## config.mk

```make
export PLATFORM = sky130hd
export DESIGN_NAME = positional_list_engine_core
export DESIGN_NICKNAME = d
export VERILOG_FILES = /design/src/design/ple_pkg.sv /design/src/design/positional_list_engine_core.sv
export SDC_FILE = /design/constraint.sdc
export NUM_CORES = 2
export LEC_CHECK = 0
export ABC_AREA = 0
export BUFFER_PORTS_ARGS = -buffer_cell sky130_fd_sc_hd__clkbuf_2
export CORE_MARGIN = 8
export CORE_UTILIZATION = 50
export DETAILED_ROUTE_END_ITERATION = 12
export PLACE_DENSITY = 0.69
export SLEW_MARGIN = 10
export SYNTH_ARGS = -nofsm -noshare
export SYNTH_HDL_FRONTEND = slang
export SYNTH_SLANG_ARGS = --single-unit
```

## constraint.sdc

```tcl
create_clock -name clk -period 6.77 [get_ports clk]
set_input_delay 1.6925 -clock clk [delete_from_list [all_inputs] [get_ports clk]]
set_output_delay 1.6925 -clock clk [all_outputs]
set_load 0.05 [all_outputs]
```

## src/design/ple_pkg.sv

```systemverilog
// ----------------------------------------------------------------------------
// ple_pkg
// Shared sizes, command codes and sequencer states of the positional list
// engine.
// ----------------------------------------------------------------------------
package ple_pkg;

    // list storage sizes
    localparam int DEPTH       = 64;
    localparam int ADDR_W      = $clog2(DEPTH);
    localparam int CNT_W       = 7;
    localparam int VALUE_WIDTH = 32;
    localparam int CMD_W       = 3;

    // command codes
    typedef enum logic [CMD_W-1:0] {
        CMD_GET    = 3'd0,
        CMD_SET    = 3'd1,
        CMD_INSERT = 3'd2,
        CMD_REMOVE = 3'd3,
        CMD_SEARCH = 3'd4
    } cmd_t;

    // sequencer states
    typedef enum logic [2:0] {
        ST_IDLE,
        ST_EXEC,
        ST_SCAN,
        ST_FINAL,
        ST_FINISH
    } state_t;

endpackage

```

## src/design/positional_list_engine_core.sv

```systemverilog
// ----------------------------------------------------------------------------
// positional_list_engine_core
// Bounded packed list with 1-based positions: get, set, insert after a
// position, remove and search, one result item per command item.
// ----------------------------------------------------------------------------
// Usage
//   Input channel: in_valid / in_stall with command, position, value. The
//   block stalls the input while a command is being worked on.
//   Output channel: out_valid / out_stall with ok, read_value,
//   found_position, list_length. The result is held in an output register,
//   so a new item is taken while a result still waits for the receiver.
//   Configuration: cfg_we / cfg_wdata write the capacity register
//   (reset 64); the effective bound is the smaller of capacity and DEPTH.
// Operation
//   One single-port-write, registered-read store is walked by one cursor,
//   one entry per cycle. Set writes the entry at once; get reads one entry;
//   insert moves the entries after the position up by one, then writes the
//   value; remove moves the entries after the position down by one; search
//   reads until the first match or the end of the list. A command that
//   fails its check goes straight to the result.
// Reset
//   rst_n clears the length to zero and capacity to 64; the store contents
//   are not cleared. A stalled result keeps its value; a finished command
//   waits in place until the output register is free.
// ----------------------------------------------------------------------------
module positional_list_engine_core (
    input  logic                              clk,
    input  logic                              rst_n,
    // command items
    input  logic                              in_valid,
    output logic                              in_stall,
    input  logic [ple_pkg::CMD_W-1:0]         command,
    input  logic [ple_pkg::CNT_W-1:0]         position,
    input  logic [ple_pkg::VALUE_WIDTH-1:0]   value,
    // result items
    output logic                              out_valid,
    input  logic                              out_stall,
    output logic                              ok,
    output logic [ple_pkg::VALUE_WIDTH-1:0]   read_value,
    output logic [ple_pkg::CNT_W-1:0]         found_position,
    output logic [ple_pkg::CNT_W-1:0]         list_length,
    // capacity register
    input  logic                              cfg_we,
    input  logic [ple_pkg::CNT_W-1:0]         cfg_wdata
);
    import ple_pkg::*;

    localparam logic [CNT_W-1:0] DEPTH_CNT = CNT_W'(DEPTH);
    localparam logic [CNT_W-1:0] ONE_CNT   = CNT_W'(1);
    localparam logic [ADDR_W-1:0] ONE_ADDR = ADDR_W'(1);

    // control registers
    state_t             state_reg, state_next;
    logic [CNT_W-1:0]   count_reg, count_next;
    logic [CNT_W-1:0]   cap_reg;
    logic               active_reg, active_next;
    logic               pend_reg, pend_next;
    logic               first_reg, first_next;
    logic               issue_first_reg, issue_first_next;
    logic               out_valid_reg, out_valid_next;

    // payload registers
    cmd_t                   cmd_reg;
    logic [CNT_W-1:0]       pos_reg;
    logic [VALUE_WIDTH-1:0] val_reg;
    logic [ADDR_W-1:0]      cur_reg, cur_next;
    logic [ADDR_W-1:0]      last_reg, last_next;
    logic [ADDR_W-1:0]      pend_addr_reg, pend_addr_next;
    logic                   res_ok_reg, res_ok_next;
    logic [VALUE_WIDTH-1:0] res_rd_reg, res_rd_next;
    logic [CNT_W-1:0]       res_found_reg, res_found_next;
    logic                   ok_reg, ok_next;
    logic [VALUE_WIDTH-1:0] rd_out_reg, rd_out_next;
    logic [CNT_W-1:0]       found_out_reg, found_out_next;
    logic [CNT_W-1:0]       len_out_reg, len_out_next;

    // store ports
    logic [VALUE_WIDTH-1:0] mem [DEPTH];
    logic [VALUE_WIDTH-1:0] rd_data_reg;
    logic                   mem_we;
    logic [ADDR_W-1:0]      mem_waddr;
    logic [VALUE_WIDTH-1:0] mem_wdata;
    logic                   mem_re;
    logic [ADDR_W-1:0]      mem_raddr;

    logic                   in_accept;
    logic                   pos_in_list;
    logic [CNT_W-1:0]       bound;

    assign in_accept   = in_valid && (state_reg == ST_IDLE);
    assign bound       = (cap_reg < DEPTH_CNT) ? cap_reg : DEPTH_CNT;
    assign pos_in_list = (pos_reg >= ONE_CNT) && (pos_reg <= count_reg);

    // store: one write and one registered read per cycle
    always_ff @(posedge clk)
    begin
        if (mem_we)
        begin
            mem[mem_waddr] <= mem_wdata;
        end
        if (mem_re)
        begin
            rd_data_reg <= mem[mem_raddr];
        end
    end

    // control state
    always_ff @(posedge clk or negedge rst_n)
    begin
        if (!rst_n)
        begin
            state_reg       <= ST_IDLE;
            count_reg       <= '0;
            cap_reg         <= DEPTH_CNT;
            active_reg      <= 1'b0;
            pend_reg        <= 1'b0;
            first_reg       <= 1'b0;
            issue_first_reg <= 1'b0;
            out_valid_reg   <= 1'b0;
        end
        else
        begin
            state_reg       <= state_next;
            count_reg       <= count_next;
            active_reg      <= active_next;
            pend_reg        <= pend_next;
            first_reg       <= first_next;
            issue_first_reg <= issue_first_next;
            out_valid_reg   <= out_valid_next;
            if (cfg_we)
            begin
                cap_reg <= cfg_wdata;
            end
        end
    end

    // payload state
    always_ff @(posedge clk)
    begin
        if (in_accept)
        begin
            cmd_reg <= cmd_t'(command);
            pos_reg <= position;
            val_reg <= value;
        end
        cur_reg       <= cur_next;
        last_reg      <= last_next;
        pend_addr_reg <= pend_addr_next;
        res_ok_reg    <= res_ok_next;
        res_rd_reg    <= res_rd_next;
        res_found_reg <= res_found_next;
        ok_reg        <= ok_next;
        rd_out_reg    <= rd_out_next;
        found_out_reg <= found_out_next;
        len_out_reg   <= len_out_next;
    end

    // sequencer: next state, cursor and store controls
    always_comb
    begin
        state_next       = state_reg;
        count_next       = count_reg;
        active_next      = active_reg;
        pend_next        = pend_reg;
        first_next       = first_reg;
        issue_first_next = issue_first_reg;
        cur_next         = cur_reg;
        last_next        = last_reg;
        pend_addr_next   = pend_addr_reg;
        res_ok_next      = res_ok_reg;
        res_rd_next      = res_rd_reg;
        res_found_next   = res_found_reg;
        ok_next          = ok_reg;
        rd_out_next      = rd_out_reg;
        found_out_next   = found_out_reg;
        len_out_next     = len_out_reg;
        mem_we           = 1'b0;
        mem_waddr        = ADDR_W'(pos_reg - ONE_CNT);
        mem_wdata        = val_reg;
        mem_re           = 1'b0;
        mem_raddr        = cur_reg;

        // output register drains when taken
        if (out_valid_reg && !out_stall)
        begin
            out_valid_next = 1'b0;
        end
        else
        begin
            out_valid_next = out_valid_reg;
        end

        unique case (state_reg)
            ST_IDLE:
            begin
                if (in_accept)
                begin
                    state_next = ST_EXEC;
                end
            end

            // check the command, write the entry for set, and set up the cursor range
            ST_EXEC:
            begin
                res_ok_next      = 1'b0;
                res_rd_next      = '0;
                res_found_next   = '0;
                active_next      = 1'b1;
                pend_next        = 1'b0;
                issue_first_next = 1'b1;
                state_next       = ST_FINISH;
                case (cmd_reg)
                    CMD_GET:
                    begin
                        if (pos_in_list)
                        begin
                            res_ok_next = 1'b1;
                            cur_next    = ADDR_W'(pos_reg - ONE_CNT);
                            last_next   = ADDR_W'(pos_reg - ONE_CNT);
                            state_next  = ST_SCAN;
                        end
                    end
                    CMD_SET:
                    begin
                        if (pos_in_list)
                        begin
                            res_ok_next = 1'b1;
                            mem_we      = 1'b1;
                        end
                    end
                    CMD_INSERT:
                    begin
                        if ((count_reg < bound) && (pos_reg <= count_reg))
                        begin
                            res_ok_next = 1'b1;
                            if (count_reg > pos_reg)
                            begin
                                cur_next   = ADDR_W'(count_reg - ONE_CNT);
                                last_next  = ADDR_W'(pos_reg);
                                state_next = ST_SCAN;
                            end
                            else
                            begin
                                state_next = ST_FINAL;
                            end
                        end
                    end
                    CMD_REMOVE:
                    begin
                        if (pos_in_list)
                        begin
                            res_ok_next = 1'b1;
                            cur_next    = ADDR_W'(pos_reg - ONE_CNT);
                            last_next   = ADDR_W'(count_reg - ONE_CNT);
                            state_next  = ST_SCAN;
                        end
                    end
                    CMD_SEARCH:
                    begin
                        if (count_reg != '0)
                        begin
                            cur_next   = '0;
                            last_next  = ADDR_W'(count_reg - ONE_CNT);
                            state_next = ST_SCAN;
                        end
                    end
                    default:
                    begin
                        state_next = ST_FINISH;
                    end
                endcase
            end

            // walk the store: read at the cursor, retire last cycle's read
            ST_SCAN:
            begin
                // retire the read issued in the previous cycle
                if (pend_reg)
                begin
                    case (cmd_reg)
                        CMD_INSERT:
                        begin
                            mem_we    = 1'b1;
                            mem_waddr = pend_addr_reg;
                            mem_wdata = rd_data_reg;
                        end
                        CMD_REMOVE:
                        begin
                            if (first_reg)
                            begin
                                res_rd_next = rd_data_reg;
                            end
                            else
                            begin
                                mem_we    = 1'b1;
                                mem_waddr = pend_addr_reg;
                                mem_wdata = rd_data_reg;
                            end
                        end
                        CMD_GET:
                        begin
                            res_rd_next = rd_data_reg;
                        end
                        default:
                        begin
                        end
                    endcase
                end

                // issue the next read
                if (active_reg)
                begin
                    mem_re           = 1'b1;
                    pend_next        = 1'b1;
                    first_next       = issue_first_reg;
                    issue_first_next = 1'b0;
                    if (cmd_reg == CMD_INSERT)
                    begin
                        pend_addr_next = cur_reg + ONE_ADDR;
                        cur_next       = cur_reg - ONE_ADDR;
                    end
                    else if (cmd_reg == CMD_REMOVE)
                    begin
                        pend_addr_next = cur_reg - ONE_ADDR;
                        cur_next       = cur_reg + ONE_ADDR;
                    end
                    else
                    begin
                        pend_addr_next = cur_reg;
                        cur_next       = cur_reg + ONE_ADDR;
                    end
                    if (cur_reg == last_reg)
                    begin
                        active_next = 1'b0;
                    end
                end
                else
                begin
                    pend_next = 1'b0;
                end

                // end of walk, or first match for search
                if (pend_reg && (cmd_reg == CMD_SEARCH) && (rd_data_reg == val_reg))
                begin
                    res_ok_next    = 1'b1;
                    res_found_next = CNT_W'(pend_addr_reg) + ONE_CNT;
                    active_next    = 1'b0;
                    pend_next      = 1'b0;
                    state_next     = ST_FINISH;
                end
                else if (pend_reg && !active_reg)
                begin
                    pend_next = 1'b0;
                    if (cmd_reg == CMD_INSERT)
                    begin
                        state_next = ST_FINAL;
                    end
                    else
                    begin
                        if (cmd_reg == CMD_REMOVE)
                        begin
                            count_next = count_reg - ONE_CNT;
                        end
                        state_next = ST_FINISH;
                    end
                end
            end

            // insert: place the new value in the opened slot
            ST_FINAL:
            begin
                mem_we     = 1'b1;
                mem_waddr  = ADDR_W'(pos_reg);
                count_next = count_reg + ONE_CNT;
                state_next = ST_FINISH;
            end

            // hand the result to the output register once it is free
            ST_FINISH:
            begin
                if (!out_valid_reg || !out_stall)
                begin
                    ok_next        = res_ok_reg;
                    rd_out_next    = res_rd_reg;
                    found_out_next = res_found_reg;
                    len_out_next   = count_reg;
                    out_valid_next = 1'b1;
                    state_next     = ST_IDLE;
                end
            end

            default:
            begin
                state_next = ST_IDLE;
            end
        endcase
    end

    // ports
    assign in_stall       = (state_reg != ST_IDLE);
    assign out_valid      = out_valid_reg;
    assign ok             = ok_reg;
    assign read_value     = rd_out_reg;
    assign found_position = found_out_reg;
    assign list_length    = len_out_reg;

endmodule
```

* Word level (Yosys, flattened, before mapping)
Memories as Yosys holds them, arrays and structs flattened. A register that Yosys moved wholly into a read port is not among the register bits.
Cells that the tools add are included.
** Storage, ports and cells
- Register bits after elaboration :: 169
- RAM bits :: 2048
- Output and inout port bits :: 49
- Memories :: 1
- Bits of input ports :: 54
- Word-level logic and storage cells :: 166
** Memories
- mem :: depth 64, bits a word 32, rd ports 1, clocked after Yosys merged registers in 1, write ports 1, line positional_list_engine_core.sv:78 : logic [VALUE_WIDTH-1:0] mem [DEPTH];
** Cells by class
- Muxes and demuxes :: 72
- Reduce and logical (&&, ||, !) cells :: 29
- $add $sub $neg :: 6
- Equality and inequality tests :: 32
- $lt $le $gt $ge :: 5
** Operators by type and width (number)
- 32-bit case mux with 2 select lines :: 3
- 32-bit 2-to-1 mux :: 5
- 6-bit 2-to-1 mux :: 14
- 7-bit 2-to-1 mux :: 6
- 6-bit case mux with 2 select lines :: 3
- 32-bit == test :: 1
- 2-bit inequality test, second input constant :: 14
- 7-bit case mux with 2 select lines :: 2
- 3-bit 2-to-1 mux :: 8
- 6-bit case mux with 4 select lines :: 1
- 1-bit 2-to-1 mux :: 20
- 3-bit inequality test, second input constant :: 6
- 6-bit case mux with 3 select lines :: 1
- 3-bit case mux with 5 select lines :: 1
- 7-bit AND reduction :: 2
- 3-bit by 2-bit == test with 1-bit output, second input constant :: 4
- 1-bit case mux with 2 select lines :: 6
- 6-bit by 1-bit subtractor with 6-bit output, second input constant :: 2
- 3-bit case mux with 3 select lines :: 1
- 2-bit AND reduction :: 4
- 6-bit by 1-bit adder with 7-bit output, second input constant :: 1
- 7-bit by 1-bit adder with 7-bit output, second input constant :: 1
- 7-bit by 1-bit greater-or-equal comparator with 1-bit output, second input constant :: 1
- 7-bit greater-than comparator :: 1
- other kinds (24) :: 36

* Logic depth before layout (Yosys ltp)
- Word-level depth :: 7
- Depth in mapped cells :: 10
- Gate-level depth less buffers :: 9

* Worst setup path after synthesis
No wires, ideal clock.
- Path type :: register to register
- Start point :: reg state_reg[0]
- End point :: reg res_rd_reg[0] (enable)
- Arrival :: 4.440 ns
- Cell stages (with the launch flop) :: 6
- Library setup time :: 0.511 ns
- Setup slack :: 1.819 ns
- Clock period less this slack :: 4.951 ns
- Required time :: 6.259 ns
- Buffers on the path :: 3
- Cell sequence :: dfrtp_1 clkbuf_1 buf_2 nand2b_1 clkbuf_1 o41ai_1
** On the way
- Word-level cells in the longest chain between the ends :: 3
- Elaborated cells on any way between the ends :: 7
- Those cells by class :: 5 x eq/ne; 2 x reduce/logical
** RTL lines
- start, declared :: line positional_list_engine_core.sv:53 : state_t state_reg, state_next;
- start signal, assigned :: line positional_list_engine_core.sv:123 : state_reg <= state_next;
- 3-bit by 2-bit == test with 1-bit output or 3-bit by 1-bit == test with 1-bit output (tied branches) :: line positional_list_engine_core.sv:193 : unique case (state_reg)
- 3-bit by 2-bit inequality test with 1-bit output (no source line) (tied with other cells)
- 4-bit AND reduction (no source line) (*)
- end signal, assigned :: line positional_list_engine_core.sv:150 : res_rd_reg <= res_rd_next;
- end, declared :: line positional_list_engine_core.sv:70 : logic [VALUE_WIDTH-1:0] res_rd_reg, res_rd_next;
Every way passes the cells marked *; elsewhere a longest branch is shown, timed or not.
A chain may end at the register's enable or synchronous reset.

* Final worst setup path
- Start point :: reg count_reg[0]
- End point :: mem mem[19][23] (enable)
** On the way
- Word-level cells in the longest chain between the ends :: 7
** RTL lines
- start, declared :: line positional_list_engine_core.sv:54 : logic [CNT_W-1:0] count_reg, count_next;
- start signal, assigned :: line positional_list_engine_core.sv:124 : count_reg <= count_next;
- 7-bit <= comparator :: line positional_list_engine_core.sv:92 : assign pos_in_list = (pos_reg >= ONE_CNT) && (pos_reg <= count_reg);
- 1-bit logical AND :: line positional_list_engine_core.sv:92
- 1-bit 2-to-1 mux :: line positional_list_engine_core.sv:225 : if (pos_in_list)
- 1-bit 2-to-1 mux :: line positional_list_engine_core.sv:212 : case (cmd_reg)
- 1-bit case mux with 3 select lines :: line positional_list_engine_core.sv:193
- 1-bit 2-to-1 mux :: line positional_list_engine_core.sv:97 : if (mem_we)
- 1-bit 2-to-1 mux (not written as such) :: line positional_list_engine_core.sv:99 : mem[mem_waddr] <= mem_wdata;
- end, declared :: line positional_list_engine_core.sv:78
Every way passes these cells.

==> run summary <==
slowest stage delay, CP = 1.11 ns
vias = 39,800
HP Start = res_rd_reg[5]
# nets final = 4,052
PostCTS Resize Cnt = 0
worst skew pair latency = 0.85 ns
hold buffer count at CTS = 0
worst min path class = flip-flop to flip-flop
slew margin rel. = 0.0941
Initial Util = 0.501
detailed-route wire length per cell = 30.9 um
fin crit period = 5.02 ns
pin count of the biggest net entering global routing = 118
ratio of cells with drive above 1 in the final layout = 0.309
most used flip-flop cell after synthesis = edfxtp_1
Worst Clk Skew = 0.0295 ns
Initial DRC Count = 4,560
worst endpoint required time = 7.31 ns
Final Core Density = 0.566
FFs w/ async S/R, synth = 0.00978
CTS Root Cell = clkbuf_16
Rows = 153
Area Growth Syn to Fin = 12.8%
H-tree Lvls = 4
top cell type's share of synthesized area = 0.770
slowest cell on the critical path = nand3_1
Critical path origin = count_reg[0]
largest register by flop count = mem
Worst Setup Path Type = flip-flop to flip-flop
Clock Sink Count = 2,249
number of global-route vias before repair = 39,800
clk slew on worst S/H paths = 0.06 ns
Vias/cell = 6.15
Pre-antenna DRT Iters = 6
DRT antenna net count = 0
Lkg Pwr = 30.0 nW
Final Hold Fails = 0
DP HPWL = 125 mm
dominant cell type by area after synthesis = edfxtp_1
CTS Buffer Depth = 3
most frequent cells in the layout = 2,227 x edfxtp_1, 640 x mux4_2, 218 x clkbuf_16
Setup TNS Final = 0 ns
initial antenna violation count = 7
number of distinct library cells after synthesis = 68
max reg flops = 2,048
most common cell after layout, fill and taps aside = edfxtp_1
Total GRT Usage = 0.213
Worst EP arrival = 5.56 ns
# port buffers = 102
die height = 433 um
Synthesized Nets = 3,813
Max VDD drop = 0.276 mV
Tcrit/Tclk final = 0.742
GRT overflow = 0
Synth Instances = 3,739
worst-path fanout max = 22
RSZ-0062 raised after global routing = false
die area = 187,000 sq um
status = finished clean
launch instance of the worst register-to-register path = count_reg[0]
worst-path cell chain = inv_1 > ha_1 > nand2b_1 > a211o_1 > a21oi_1 > o31ai_2 > nand3_1 > nor2_4 > buf_4
post-CTS setup buffer count = 0
Final Setup Violations = 0
Synth area leaders = edfxtp_1 77%, mux4_2 17%, a22oi_1 0.62%
sequential fraction of the synthesis area = 0.776
Post-synth EDFFs = 2,227
DRC = 0
critical path launch point type = flip-flop
PD cells = 276 nW/um^2
synth warn = 0
CTS tree = yes
fin. max-slew vios = 0
Die X = 433 um
Final GP Congestion = 0.909
Max-cap violations = 0
Worst Setup End Kind = flip-flop
Tightest Pin Transition = 1.35 ns
Syn Area/Cell = 23.2 sq um
Synth Register Bits = 2,249
Core Area = 173,000 sq um
first-pass GRT wire length = 289 mm
FMAX = 199 MHz
CTS Buf Count = 213
I/O pin count = 103
Routed WL = 200 mm
Mapped Area = 86,800 sq um
==> stage by stage <==
stage / cell area [sq um] / instances / hold slack [ns] / power (mW) / worst slack, ns
2_1_floorplan: 86800 / 3739 / 0.400 / 15.4 / 1.82
3_3_place_gp: 91000 / 6088 / 0.405 / 15.4 / 2.12
3_5_place_dp: 91000 / 6088 / 0.405 / 15.4 / 1.97
4_1_cts: 98000 / 6475 / 0.413 / 27.2 / 1.94
5_1_grt: 98000 / 6475 / 0.422 / 27.7 / 1.58
6_report: 98000 / 6476 / 0.418 / 27.0 / 1.75
==> worst max-delay path: cells and delay by family (launching register included) <==
kind | cells | cell delay (ns)
adders and majority gates | 1 | 0.32
buffers and inverters | 2 | 0.50
DFF | 1 | 0.51
and+or+nand+nor | 3 | 2.33
AOI/OAI and AO/OA | 3 | 1.03
==> cells in the mapped netlist, types with 6 or more instances <==
cell / n
nor3_1: 15
inv_1: 18
a22oi_1: 72
edfxtp_1: 2227
nand2_1: 88
dfrtp_1: 21
nand4_1: 11
nand3_1: 23
ha_1: 20
mux2_2: 39
xor2_1: 17
buf_1: 20
clkbuf_1: 101
xnor2_1: 51
and2_1: 36
nor2b_1: 9
nand2b_1: 6
mux4_2: 640
a21oi_1: 21
buf_2: 73
o22ai_1: 10
nor2_1: 114
or3_1: 8
o21ai_0: 24
==> cells by family (layout without fill, tap and decap cells) <==
family          after synthesis  count (layout)  share of synthesized area
flops                      2249            2249                      0.776
buf+inv                     219             630                     0.0109
mux                         680             680                      0.171
fa+ha+maj                    20              20                    0.00288
xor+xnor                     68              68                    0.00686
compound gates              173             173                     0.0141
other cells                   0               1                          0
simple gates                330             330                     0.0177
==> final timing paths <==
check | to | slack [ns] | cells after the start
min in group asynchronous | out_valid | 0.89 | 1
worst max register to register | mem[19][23] | 1.75 | 9
worst min register to register | read_value[5] | 0.42 | 0
worst min-delay path | read_value[5] | 0.42 | 0
max in group asynchronous | count_reg[3] | 5.45 | 1
worst max-delay path | mem[19][23] | 1.75 | 9
==> per-layer routing <==
layer  up-vias  part of all wire  GRT usage
li1      16400                 -          -
met1     21300              0.40      0.298
met2      1782              0.48      0.338
met3       289             0.095     0.0572
met4        12             0.024     0.0535
met5         -           0.00038          0
==> area by class of cell <==
class	instances	area (sq um)
diodes	1	2.50
clock buffers	263	5620
clock inverters	124	1350
fillers	12400	75300
inverters	20	75.1
multi-input cells	1271	19000
flip-flops and latches	2249	67400
well taps	2325	2910
repair buffers	223	1570
==> where the power goes <==
group	total, mW	internal, mW	switching [mW]	leakage (nW)
logic	0.0343	0.0174	0.0169	6.33
clock network	11.9	6.90	5.01	3.41
registers	15.1	15.1	0.00205	20.3
total	27.0	22.0	5.03	30.0
Power figures use the tool's default switching activity.
